## src/sorted_priority_queue_assert.svh

```systemverilog
// ----------------------------------------------------------------------------
// sorted_priority_queue_assert.svh
// assertion macros used by the sorted priority queue datapath
// ----------------------------------------------------------------------------
`ifndef SORTED_PRIORITY_QUEUE_ASSERT_SVH
`define SORTED_PRIORITY_QUEUE_ASSERT_SVH

`ifndef NO_ASSERTIONS

// property checked on every clock edge outside reset
`define SPQ_ASSERT(label, clk, rst_n, prop) \
    label: assert property (@(posedge clk) disable iff (!rst_n) (prop)) \
        else $error("assertion failed");

// implication checked on every clock edge outside reset
`define SPQ_ASSERT_IMP(label, clk, rst_n, ante, cons) \
    label: assert property (@(posedge clk) disable iff (!rst_n) (ante) |-> (cons)) \
        else $error("assertion failed");

`else

`define SPQ_ASSERT(label, clk, rst_n, prop)
`define SPQ_ASSERT_IMP(label, clk, rst_n, ante, cons)

`endif

`endif

```

## src/spq_pkg.sv

```systemverilog
// ----------------------------------------------------------------------------
// spq_pkg
// types and codes shared by the sorted priority queue controller and datapath
// ----------------------------------------------------------------------------
package spq_pkg;

    // item operation
    localparam logic CMD_INSERT = 1'b0;
    localparam logic CMD_REMOVE = 1'b1;

    // result status
    localparam logic [1:0] ST_DONE  = 2'd0;
    localparam logic [1:0] ST_EMPTY = 2'd1;
    localparam logic [1:0] ST_FULL  = 2'd2;

    // datapath operations
    localparam logic [2:0] OP_NONE      = 3'd0;
    localparam logic [2:0] OP_LOAD      = 3'd1;
    localparam logic [2:0] OP_INS_SHIFT = 3'd2;
    localparam logic [2:0] OP_INS_PLACE = 3'd3;
    localparam logic [2:0] OP_DEL_FIRST = 3'd4;
    localparam logic [2:0] OP_DEL_SHIFT = 3'd5;

    typedef struct packed {
        logic [7:0]         prio;
        logic signed [31:0] data;
    } t_entry;

    typedef struct packed {
        logic [2:0] op;
        logic       emit;
        logic [1:0] status;
        logic       dec;
    } t_dp_cmd;

    typedef struct packed {
        logic count_zero;
        logic count_one;
        logic count_full;
        logic ptr_one;
        logic shift;
        logic del_last;
    } t_dp_sts;

endpackage

```

## src/spq_ram.sv

```systemverilog
// ----------------------------------------------------------------------------
// spq_ram
// simple dual-port ram, one write and one registered read per cycle
// ----------------------------------------------------------------------------
module spq_ram #(
    parameter int WIDTH = 40,
    parameter int DEPTH = 16
) (
    input  logic                     i_clk,
    input  logic                     i_we,
    input  logic [$clog2(DEPTH)-1:0] i_waddr,
    input  logic [WIDTH-1:0]         i_wdata,
    input  logic [$clog2(DEPTH)-1:0] i_raddr,
    output logic [WIDTH-1:0]         o_rdata
);

    logic [WIDTH-1:0] r_mem [DEPTH];
    logic [WIDTH-1:0] r_rdata;

    always_ff @(posedge i_clk) begin
        if (i_we) begin
            r_mem[i_waddr] <= i_wdata;
        end
        r_rdata <= r_mem[i_raddr];
    end

    assign o_rdata = r_rdata;

endmodule

```

## src/spq_ctrl.sv

```systemverilog
// ----------------------------------------------------------------------------
// spq_ctrl
// sequencer for insert and remove, drives datapath operations
// ----------------------------------------------------------------------------
module spq_ctrl
    import spq_pkg::*;
(
    input  logic    i_clk,
    input  logic    i_rst_n,
    input  logic    i_start,
    input  logic    i_cmd,
    input  t_dp_sts i_sts,
    output t_dp_cmd o_dp_cmd,
    output logic    o_busy
);

    localparam logic [2:0] S_IDLE      = 3'd0;
    localparam logic [2:0] S_INS_CMP   = 3'd1;
    localparam logic [2:0] S_INS_PLACE = 3'd2;
    localparam logic [2:0] S_DEL_FIRST = 3'd3;
    localparam logic [2:0] S_DEL_SHIFT = 3'd4;

    logic [2:0] r_state;
    logic [2:0] n_state;
    t_dp_cmd    w_cmd;

    always_comb begin
        n_state      = r_state;
        w_cmd.op     = OP_NONE;
        w_cmd.emit   = 1'b0;
        w_cmd.status = ST_DONE;
        w_cmd.dec    = 1'b0;
        case (r_state)
            S_IDLE: begin
                if (i_start) begin
                    w_cmd.op = OP_LOAD;
                    if (i_cmd == CMD_INSERT) begin
                        if (i_sts.count_full) begin
                            w_cmd.emit   = 1'b1;
                            w_cmd.status = ST_FULL;
                        end else if (i_sts.count_zero) begin
                            n_state = S_INS_PLACE;
                        end else begin
                            n_state = S_INS_CMP;
                        end
                    end else begin
                        if (i_sts.count_zero) begin
                            w_cmd.emit   = 1'b1;
                            w_cmd.status = ST_EMPTY;
                        end else begin
                            n_state = S_DEL_FIRST;
                        end
                    end
                end
            end
            S_INS_CMP: begin
                if (i_sts.shift) begin
                    w_cmd.op = OP_INS_SHIFT;
                    if (i_sts.ptr_one) begin
                        n_state = S_INS_PLACE;
                    end
                end else begin
                    w_cmd.op   = OP_INS_PLACE;
                    w_cmd.emit = 1'b1;
                    n_state    = S_IDLE;
                end
            end
            S_INS_PLACE: begin
                w_cmd.op   = OP_INS_PLACE;
                w_cmd.emit = 1'b1;
                n_state    = S_IDLE;
            end
            S_DEL_FIRST: begin
                w_cmd.op = OP_DEL_FIRST;
                if (i_sts.count_one) begin
                    w_cmd.emit = 1'b1;
                    w_cmd.dec  = 1'b1;
                    n_state    = S_IDLE;
                end else begin
                    n_state = S_DEL_SHIFT;
                end
            end
            S_DEL_SHIFT: begin
                w_cmd.op = OP_DEL_SHIFT;
                if (i_sts.del_last) begin
                    w_cmd.emit = 1'b1;
                    w_cmd.dec  = 1'b1;
                    n_state    = S_IDLE;
                end
            end
            default: begin
                n_state = S_IDLE;
            end
        endcase
    end

    always_ff @(posedge i_clk) begin
        if (!i_rst_n) begin
            r_state <= S_IDLE;
        end else begin
            r_state <= n_state;
        end
    end

    assign o_dp_cmd = w_cmd;
    assign o_busy   = (r_state != S_IDLE);

endmodule

```

## src/spq_datapath.sv

```systemverilog
// ----------------------------------------------------------------------------
// spq_datapath
// entry store, pointer and count registers, result registers
// ----------------------------------------------------------------------------
`include "sorted_priority_queue_assert.svh"

module spq_datapath
    import spq_pkg::*;
#(
    parameter int CAPACITY = 16
) (
    input  logic               i_clk,
    input  logic               i_rst_n,
    input  t_dp_cmd            i_dp_cmd,
    input  logic               i_cmd,
    input  logic signed [31:0] i_item_data,
    input  logic [7:0]         i_item_priority,
    output t_dp_sts            o_sts,
    output logic               o_valid,
    output logic [1:0]         o_status,
    output logic signed [31:0] o_out_data,
    output logic [7:0]         o_out_priority,
    output logic [4:0]         o_occupancy
);

    localparam int IDXW = $clog2(CAPACITY);
    localparam int CNTW = $clog2(CAPACITY + 1);
    localparam logic [CNTW-1:0] ONE = CNTW'(1);
    localparam logic [CNTW-1:0] TWO = CNTW'(2);

    logic [CNTW-1:0]    r_count;
    logic [CNTW-1:0]    n_count;
    logic [CNTW-1:0]    r_ptr;
    logic [CNTW-1:0]    n_ptr;
    logic               r_valid;
    logic [1:0]         r_status;
    t_entry             r_item;
    t_entry             n_item;
    logic signed [31:0] r_out_data;
    logic signed [31:0] n_out_data;
    logic [7:0]         r_out_prio;
    logic [7:0]         n_out_prio;

    logic               w_we;
    logic [IDXW-1:0]    w_waddr;
    t_entry             w_wdata;
    logic [IDXW-1:0]    w_raddr;
    t_entry             w_rdata;

    spq_ram #(
        .WIDTH ($bits(t_entry)),
        .DEPTH (CAPACITY)
    ) u_ram (
        .i_clk   (i_clk),
        .i_we    (w_we),
        .i_waddr (w_waddr),
        .i_wdata (w_wdata),
        .i_raddr (w_raddr),
        .o_rdata (w_rdata)
    );

    always_comb begin
        n_count    = r_count;
        n_ptr      = r_ptr;
        n_item     = r_item;
        n_out_data = r_out_data;
        n_out_prio = r_out_prio;
        w_we       = 1'b0;
        w_waddr    = r_ptr[IDXW-1:0];
        w_wdata    = w_rdata;
        w_raddr    = '0;
        case (i_dp_cmd.op)
            OP_LOAD: begin
                n_item.data = i_item_data;
                n_item.prio = i_item_priority;
                n_out_data  = '0;
                n_out_prio  = '0;
                if (i_cmd == CMD_INSERT) begin
                    n_ptr   = r_count;
                    w_raddr = IDXW'(r_count - ONE);
                end else begin
                    n_ptr = '0;
                end
            end
            OP_INS_SHIFT: begin
                // move entry up one slot, fetch the one below
                w_we    = 1'b1;
                n_ptr   = r_ptr - ONE;
                w_raddr = IDXW'(r_ptr - TWO);
            end
            OP_INS_PLACE: begin
                w_we    = 1'b1;
                w_wdata = r_item;
                n_count = r_count + ONE;
            end
            OP_DEL_FIRST: begin
                n_out_data = w_rdata.data;
                n_out_prio = w_rdata.prio;
                n_ptr      = ONE;
                w_raddr    = IDXW'(ONE);
            end
            OP_DEL_SHIFT: begin
                // move entry down one slot, fetch the next one
                w_we    = 1'b1;
                w_waddr = IDXW'(r_ptr - ONE);
                n_ptr   = r_ptr + ONE;
                w_raddr = IDXW'(r_ptr + ONE);
            end
            default: begin
            end
        endcase
        if (i_dp_cmd.dec) begin
            n_count = r_count - ONE;
        end
    end

    always_ff @(posedge i_clk) begin
        if (!i_rst_n) begin
            r_count <= '0;
            r_valid <= 1'b0;
        end else begin
            r_count <= n_count;
            r_valid <= i_dp_cmd.emit;
        end
    end

    always_ff @(posedge i_clk) begin
        r_ptr      <= n_ptr;
        r_item     <= n_item;
        r_out_data <= n_out_data;
        r_out_prio <= n_out_prio;
        if (i_dp_cmd.emit) begin
            r_status <= i_dp_cmd.status;
        end
    end

    assign o_sts.count_zero = (r_count == '0);
    assign o_sts.count_one  = (r_count == ONE);
    assign o_sts.count_full = (r_count == CNTW'(CAPACITY));
    assign o_sts.ptr_one    = (r_ptr == ONE);
    assign o_sts.shift      = (w_rdata.prio > r_item.prio);
    assign o_sts.del_last   = ((r_ptr + ONE) == r_count);

    assign o_valid        = r_valid;
    assign o_status       = r_status;
    assign o_out_data     = r_out_data;
    assign o_out_priority = r_out_prio;
    assign o_occupancy    = 5'(r_count);

    `SPQ_ASSERT(a_count_bound, i_clk, i_rst_n, r_count <= CNTW'(CAPACITY))
    `SPQ_ASSERT_IMP(a_empty_count, i_clk, i_rst_n, r_valid && (r_status == ST_EMPTY), r_count == '0)
    `SPQ_ASSERT_IMP(a_count_moves, i_clk, i_rst_n, !$stable(r_count), r_valid)

endmodule

```

## src/sorted_priority_queue.sv

```systemverilog
// ----------------------------------------------------------------------------
// sorted_priority_queue
// bounded priority queue kept sorted by priority, lowest value served first
// ----------------------------------------------------------------------------
// usage
//   an item is taken at a rising edge with start high and busy low. i_cmd
//   selects insert (data and priority placed in sorted order, after every
//   entry of equal or lower priority) or remove (front entry returned).
//   each item gives exactly one result, shown for one cycle with o_valid
//   high: o_status, o_out_data, o_out_priority and o_occupancy. the
//   receiver cannot stall, so a result is taken in the cycle it is shown.
// sequencing
//   entries sit in one ram with a registered read port. an insert walks
//   from the tail towards its slot, moving one entry a cycle. a remove
//   shifts every remaining entry down one slot. refused inserts and
//   removes from an empty queue give their result straight from idle.
//   busy is high while an item is being worked on; a new item may be
//   given in the cycle its predecessor's result is shown.
// reset
//   synchronous, active low; empties the queue. ram contents are left alone
//   since data read from slots at or above the count is never used.
// ----------------------------------------------------------------------------
module sorted_priority_queue
    import spq_pkg::*;
#(
    parameter int CAPACITY = 16
) (
    input  logic               i_clk,
    input  logic               i_rst_n,
    input  logic               start,
    input  logic               i_cmd,
    input  logic signed [31:0] i_item_data,
    input  logic [7:0]         i_item_priority,
    output logic               busy,
    output logic               o_valid,
    output logic [1:0]         o_status,
    output logic signed [31:0] o_out_data,
    output logic [7:0]         o_out_priority,
    output logic [4:0]         o_occupancy
);

    // command from the sequencer, status back from the datapath
    t_dp_cmd w_dp_cmd;
    t_dp_sts w_sts;

    spq_ctrl u_ctrl (
        .i_clk    (i_clk),
        .i_rst_n  (i_rst_n),
        .i_start  (start),
        .i_cmd    (i_cmd),
        .i_sts    (w_sts),
        .o_dp_cmd (w_dp_cmd),
        .o_busy   (busy)
    );

    // entry store plus pointer, count and result registers
    spq_datapath #(
        .CAPACITY (CAPACITY)
    ) u_datapath (
        .i_clk           (i_clk),
        .i_rst_n         (i_rst_n),
        .i_dp_cmd        (w_dp_cmd),
        .i_cmd           (i_cmd),
        .i_item_data     (i_item_data),
        .i_item_priority (i_item_priority),
        .o_sts           (w_sts),
        .o_valid         (o_valid),
        .o_status        (o_status),
        .o_out_data      (o_out_data),
        .o_out_priority  (o_out_priority),
        .o_occupancy     (o_occupancy)
    );

endmodule

```

## config.mk

```make
export PLATFORM = sky130hd
export DESIGN_NAME = sorted_priority_queue
export DESIGN_NICKNAME = d
export VERILOG_FILES = /design/src/spq_pkg.sv /design/src/spq_ram.sv /design/src/spq_ctrl.sv /design/src/spq_datapath.sv /design/src/sorted_priority_queue.sv
export VERILOG_INCLUDE_DIRS = /design/src /design/src/src
export SDC_FILE = /design/constraint.sdc
export NUM_CORES = 1
export LEC_CHECK = 0
export BUFFER_PORTS_ARGS = -buffer_cell sky130_fd_sc_hd__buf_2
export CORE_ASPECT_RATIO = 1.4
export CORE_MARGIN = 2
export CORE_UTILIZATION = 25
export CTS_CLUSTER_DIAMETER = 80
export CTS_CLUSTER_SIZE = 25
export DETAILED_ROUTE_END_ITERATION = 10
export PLACE_DENSITY = 0.4
export SLEW_MARGIN = 10
export SYNTH_ARGS = -nofsm -noshare
export SYNTH_HDL_FRONTEND = slang
export SYNTH_SLANG_ARGS = --single-unit
```

## constraint.sdc

```tcl
create_clock -name i_clk -period 6 [get_ports i_clk]
set_clock_uncertainty 0.1 [all_clocks]
set_input_delay 0.3 -clock i_clk [delete_from_list [all_inputs] [get_ports i_clk]]
set_output_delay 0.3 -clock i_clk [all_outputs]
set_load 0.05 [all_outputs]
```

# Word-level counts from Yosys, hierarchy flattened
# Memories as Yosys holds them, arrays and structs flattened. A register that Yosys moved wholly into a read port is not among the register bits.
# Index checks and enable logic that the tools add are counted.
# classes
n_reduce_logical,9
mux,33
n_addsub,5
eq_ne,18
magnitude_cmp,1
# op_table
operator,count
$pmux W32 S2,1
$mux W40,1
$mux W3,11
$pmux W4 S5,1
$pmux W5 S4,1
$pmux W4 S4,1
$pmux W8 S2,1
$mux W5,3
$eq A3 B2 Y1 const B,4
$mux W4,3
$pmux W3 S4,1
$add A5 B1 Y5 const B,2
$eq A5 B1 Y1 const B,2
$sub A5 B1 Y5 const B,2
$eq A3 B3 Y1 const B,3
$gt A8 B8 Y1,1
$mux W1,7
$eq A3 B1 Y1 const B,2
$ne A3 B3 Y1 const B,2
$eq A5 B5 Y1,1
$eq A5 B5 Y1 const B,1
$logic_not A5 Y1,1
$reduce_and A5 Y1,1
$reduce_bool A2 Y1,2
11 further kinds,11
# word_totals
memories,1
reg_bits,96
inputBits,44
word_cells,76
ram_bits,640
output_inout_bits,49
# mem_list
name,words,width,rd,rd_ports_with_merged_regs,write_ports,line,rtl
u_datapath.u_ram.r_mem,16,40,1,1,1,spq_ram.sv:17,logic [WIDTH-1:0] r_mem [DEPTH];

# Logic depth before layout (Yosys ltp)
# depth
ltp_word,10
ltp_mapped,15
mapped_depth_nobuf,11

# Cells and area by module
# A second synthesis with hierarchy kept.
# unflattened
cells_unflattened,1486
hier_area_um2,29975.0
# by_module_without_submodules
mod,area_each_um2,instances,seq_area_each_um2,cells_per_inst
spq_ram,25131.6,1,20019.2,1040
spq_datapath,4534.3,1,2732.6,406
spq_ctrl,309.0,1,60.1,40

# Worst setup path before layout
# Ideal clock, no wire load.
# synth_path
path_kind,register to register
from,register u_datapath.r_ptr[2]
to,memory u_datapath.u_ram.r_mem[14][0] (enable)
setup_slack_ns,2.147
synth_period_minus_slack_ns,3.853
t_required_ns,5.463
n_path_buf,1
path_stages_with_launch,9
arrival_ns,3.316
setup_ns,0.437
path_cell_list,edfxtp_1 -> clkbuf_1 -> inv_1 -> ha_1 -> a21boi_0 -> nand2_1 -> xnor2_1 -> nand2_1 -> nor2_1
# synth_between
elab_chain_len,2
# synth_rtl
element,line,rtl
from (decl),spq_datapath.sv:33,logic [CNTW-1:0] r_ptr;
from (signal assigned),spq_datapath.sv:128,r_ptr <= n_ptr;
$sub A5 B1 Y5,--,
$mux W4 *,spq_datapath.sv:72,case (i_dp_cmd.op)
to (decl),spq_ram.sv:17,
# Every way passes the cells marked *; elsewhere a longest branch is shown, timed or not.

# Final worst setup path
# layout_path
from,register u_datapath.r_item[37] (netlist bit)
to,"register u_datapath.u_ram.r_rdata[2], in the netlist u_datapath.u_ram.o_rdata[2] (read register of u_datapath.u_ram.r_mem)"
# layout_between
elab_chain_len,5
elab_cells_between_ends,8
cone_classes,order compare: 1; eq/ne: 4; mux: 3
# layout_rtl
element,line,rtl
from (decl),spq_datapath.sv:37,t_entry r_item;
from (signal assigned),spq_datapath.sv:129,r_item <= n_item;
$gt A8 B8 Y1 *,spq_datapath.sv:141,assign o_sts.shift = (w_rdata.prio > r_item.prio);
$mux W1 *,spq_ctrl.sv:57,if (i_sts.shift) begin
$pmux W4 S5 *,spq_ctrl.sv:33,case (r_state)
$eq A3 B3 Y1 (tied with other cells),spq_datapath.sv:72,
$pmux W4 S4 *,spq_datapath.sv:72,
to (decl),spq_ram.sv:18,logic [WIDTH-1:0] r_rdata;
# Marked as above.
# A chain may end at the register's enable or synchronous reset.

==> impl_metrics.env <==
export IMPL_asyncSetResetFlopFracSynth_pct=0
export IMPL_vias=17400
export IMPL_grt_overflow=0
export IMPL_coreArea_um2=119000
export IMPL_max_freq_ghz=0.241
export IMPL_die_w_um=296
export IMPL_worstPathRequired_ps=6420
export IMPL_ant_nets=0
export IMPL_cts_made_buffers=40
export IMPL_clkLatencyLatePin_ps=610
export IMPL_synthCells=2028
export IMPL_cts_root_buf="clkbuf_16"
export IMPL_r2r_slack_ps=1860
export IMPL_synth_seq_cells=776
export IMPL_drtIter0Drc=1450
export IMPL_p_int_w=0.0108
export IMPL_seq_power_share_pct=47.1
export IMPL_relSlewSlack_pct=15.6
export IMPL_drt_total_wl_um=89400
export IMPL_setup_tns_ps=0
export IMPL_dr_pass1_iters=5
export IMPL_rsz0062_at_grt="no"
export IMPL_cts_clk_slew_worst_paths_ps=100
export IMPL_grt_pass1_wl_um=128000
export IMPL_ios=93
export IMPL_cts_setup_buffers=0
export IMPL_preCtsSetupSlack_ps=1840
export IMPL_synth_xor_area_share_pct=0.615
export IMPL_hp_class="primary input to register"
export IMPL_switching_share_pct=38.0
export IMPL_synth_compound_area_share_pct=8.91
export IMPL_setup_viol=0
export IMPL_grt_max_degree=159
export IMPL_dpl_cell_area_um2=32400
export IMPL_syn_area_per_cell_um2=14.7
export IMPL_finalHoldViolations=0
export IMPL_powerDensity_nw_per_um2=509
export IMPL_num_rows=150
export IMPL_nFillCells=12000
export IMPL_p_clk_share_pct=18.3
export IMPL_synth_cell_area_um2=29900
export IMPL_utilization_pct=28.7
export IMPL_fin_nets=2180
export IMPL_p_total_w=0.0174
export IMPL_topRoutingLayerUsed="met4"
export IMPL_grt_usage_pct=14.4
export IMPL_antenna_found_initial=2
export IMPL_p_comb_share_pct=34.5
export IMPL_grt_pass1_vias=17900
export IMPL_clockBufferDepth=3
export IMPL_irDropWorstVdd_mv=0.294
export IMPL_worst_r2r_path_depth=12
export IMPL_fin_ws_ps=1860
export IMPL_min_from="i_item_data[8]"
export IMPL_synth_edf_count=727
export IMPL_critical_path_class="register to register"
export IMPL_wl_met1_um=39400
export IMPL_place_hpwl_um=44900
export IMPL_synth_mux_area_share_pct=1.60
export IMPL_gp_congestion=0.761
export IMPL_whs_path_depth=2
export IMPL_synth_ff_type="edfxtp_1"
export IMPL_start_util_pct=25.1
export IMPL_drive_gt1_share_pct=13.5
export IMPL_worstPathMaxFanout=39
export IMPL_wl_per_cell_um=23.9
export IMPL_status="complete, no violations"
export IMPL_synth_net_count=2090
export IMPL_fin_crit_sh_pct=69.0
export IMPL_cts_tree="done"
export IMPL_yosysWarnings=0
export IMPL_portBuffers=92
export IMPL_synthAdderAreaFrac_pct=0.753
export IMPL_wl_met3_um=3010
export IMPL_p_leak_nw=11.0
export IMPL_drc=0
export IMPL_htreeDepth=2
export IMPL_min_period_ps=4140
export IMPL_synth_simple_area_share_pct=9.57
export IMPL_r2r_end="u_datapath.u_ram.o_rdata[2]"
export IMPL_clock_sinks=776
export IMPL_die_area_um2=122000
export IMPL_fp_dieH_um=413
export IMPL_design_area_um2=34100
export IMPL_wl_met2_um=45000
export IMPL_slew_viol_final=0
export IMPL_p_switching_w=0.00659
export IMPL_worstReg2RegStart="u_datapath.r_item[37]"
export IMPL_syn_to_final_growth_pct=14.1
export IMPL_synth_top_family_by_area="simple AND/OR/NAND/NOR gates"
export IMPL_via_per_inst=4.65
export IMPL_whs_endpoint="u_datapath.r_item[8]"
export IMPL_start_kind="register"
export IMPL_drv_cap=0
export IMPL_ys_seq_area_share_pct=76.3
export IMPL_cp_end_kind="register"
export IMPL_ys_types=58
export IMPL_worstMarginPinSlew_ps=1270
export IMPL_worstPathArrival_ps=4560
==> how the worst max path moves through the flow <==
stage                                startpoint                       endpoint  slack, ps  cells past startpoint
final                     u_datapath.r_item[37]    u_datapath.u_ram.o_rdata[2]       1860                     12
after global routing      u_datapath.r_item[37]    u_datapath.u_ram.o_rdata[0]       1640                     12
after CTS                 u_datapath.r_item[37]    u_datapath.u_ram.o_rdata[2]       1810                     12
after detailed placement  u_datapath.r_item[37]    u_datapath.u_ram.o_rdata[2]       1840                     12
after global placement    u_datapath.r_item[37]   u_datapath.u_ram.o_rdata[13]       1920                     12
after floorplan             u_datapath.r_ptr[2]  u_datapath.u_ram.r_mem[14][0]       2150                      8
==> Yosys cell counts (4+ instances only) <==
cell type  count  area (um^2)
a21oi_1       47          235
inv_1         16         60.1
o21ai_0       12         60.1
mux2i_1        4         40.0
o221ai_2      10          150
and3_1        42          263
nand3_1       43          215
clkbuf_1      68          255
buf_1          8         30.0
o22ai_1      121          757
xnor2_1       13          114
buf_2         47          235
xor2_1         8         70.1
mux2_2        39          439
edfxtp_1     727        21800
o31ai_2       10          125
a21oi_2        4         35.0
ha_1          18          225
nand4_1        5         31.3
a31oi_1       41          257
nor3_1        44          220
a32oi_1       39          342
and2_1        45          282
dfxtp_1       49          981
nand2_1      383         1440
o211ai_1       4         30.0
buf_6          4         45.0
o31ai_1       30          225
nand3b_1       4         30.0
o221ai_1      35          307
nor2_1        69          259
==> state kept, by name, summed over array words and instances (netlist names) <==
name	count
u_datapath.o_occupancy	5
u_datapath.u_ram.o_rdata	40
u_datapath.u_ram.r_mem	640
u_datapath.o_out_priority	8
u_datapath.o_out_data	32
u_ctrl.r_state	3
u_datapath.r_item	40
u_datapath.o_status	2
u_datapath.o_valid	1
u_datapath.r_ptr	5
==> placed cells by master, fill, tap and decap left out, types with 40 or more instances in the layout <==
| cell | n |
|---|---|
| buf_2 | 92 |
| nand3_1 | 43 |
| a31oi_1 | 41 |
| a21oi_1 | 47 |
| clkbuf_16 | 40 |
| nand2_1 | 381 |
| dfxtp_1 | 49 |
| nor3_1 | 44 |
| edfxtp_1 | 727 |
| o22ai_1 | 121 |
| and3_1 | 42 |
| and2_1 | 44 |
| dlygate4sd3_1 | 43 |
| nor2_1 | 51 |
==> final cells by class <==
class                      count  area (um^2)  area share [%]
antenna                        1         2.50         0.00733
inverter                      17         63.8           0.187
tap                         1596         2000            5.85
clock buffer                  61         1080            3.16
sequential                   776        22800            66.8
timing repair buffer         180         1350            3.97
multi-input combinational   1103         6650            19.5
clock inverter                11          171           0.502
==> through the flow <==
| step | cells | hold slack [ps] |
|---|---|---|
| 4_1_cts | 3744 | 247 |
| 2_1_floorplan | 2028 | 299 |
| 5_1_grt | 3744 | 256 |
| 3_3_place_gp | 3629 | 376 |
| 6_report | 3745 | 286 |
| 3_5_place_dp | 3629 | 378 |
==> what timing repair did <==
action / in CTS / in global routing
hold buffers: 43 / 0
gates resized for setup: 0 / 0
endpoints found under the hold margin: 50 / 0
==> cells by family (layout without fill, tap and decap cells) <==
kind of cell,count (synthesis),after routing
DFF,776,776
and+or+nand+nor,651,651
AOI/OAI and AO/OA,370,370
buffers and inverters,149,269
muxes,43,43
xor gates and xnor gates,21,21
adders and majority gates,18,18
other,0,1
==> routing by layer <==
layer  vias to the layer above  global-route usage [%]
met5                         -                       0
met4                         0                    3.65
met3                        83                    1.35
met2                       381                    25.5
met1                      9072                    18.9
li1                       7889                       -
==> power by group through the flow <==
stage	clock network [W]	logic (W)	registers, W
after floorplan	0	0.00346	0.00850
final	0.00319	0.00600	0.00818
after global placement	0	0.00598	0.00832
after CTS	0.00330	0.00613	0.00820
after global routing	0.00346	0.00656	0.00826
after detailed placement	0	0.00610	0.00832
==> critical path, cell delays in order (launching register included) <==
cell      delay (ps)
edfxtp_1         400
inv_1             70
ha_1             230
a211o_1          320
a21oi_2          260
nand3_2          200
and3_1           310
a21o_2           430
and2_2           300
nand3_2           80
buf_4            770
o221ai_1         250
o31ai_1          310
No activity file was read; power rests on OpenSTA's default activity.
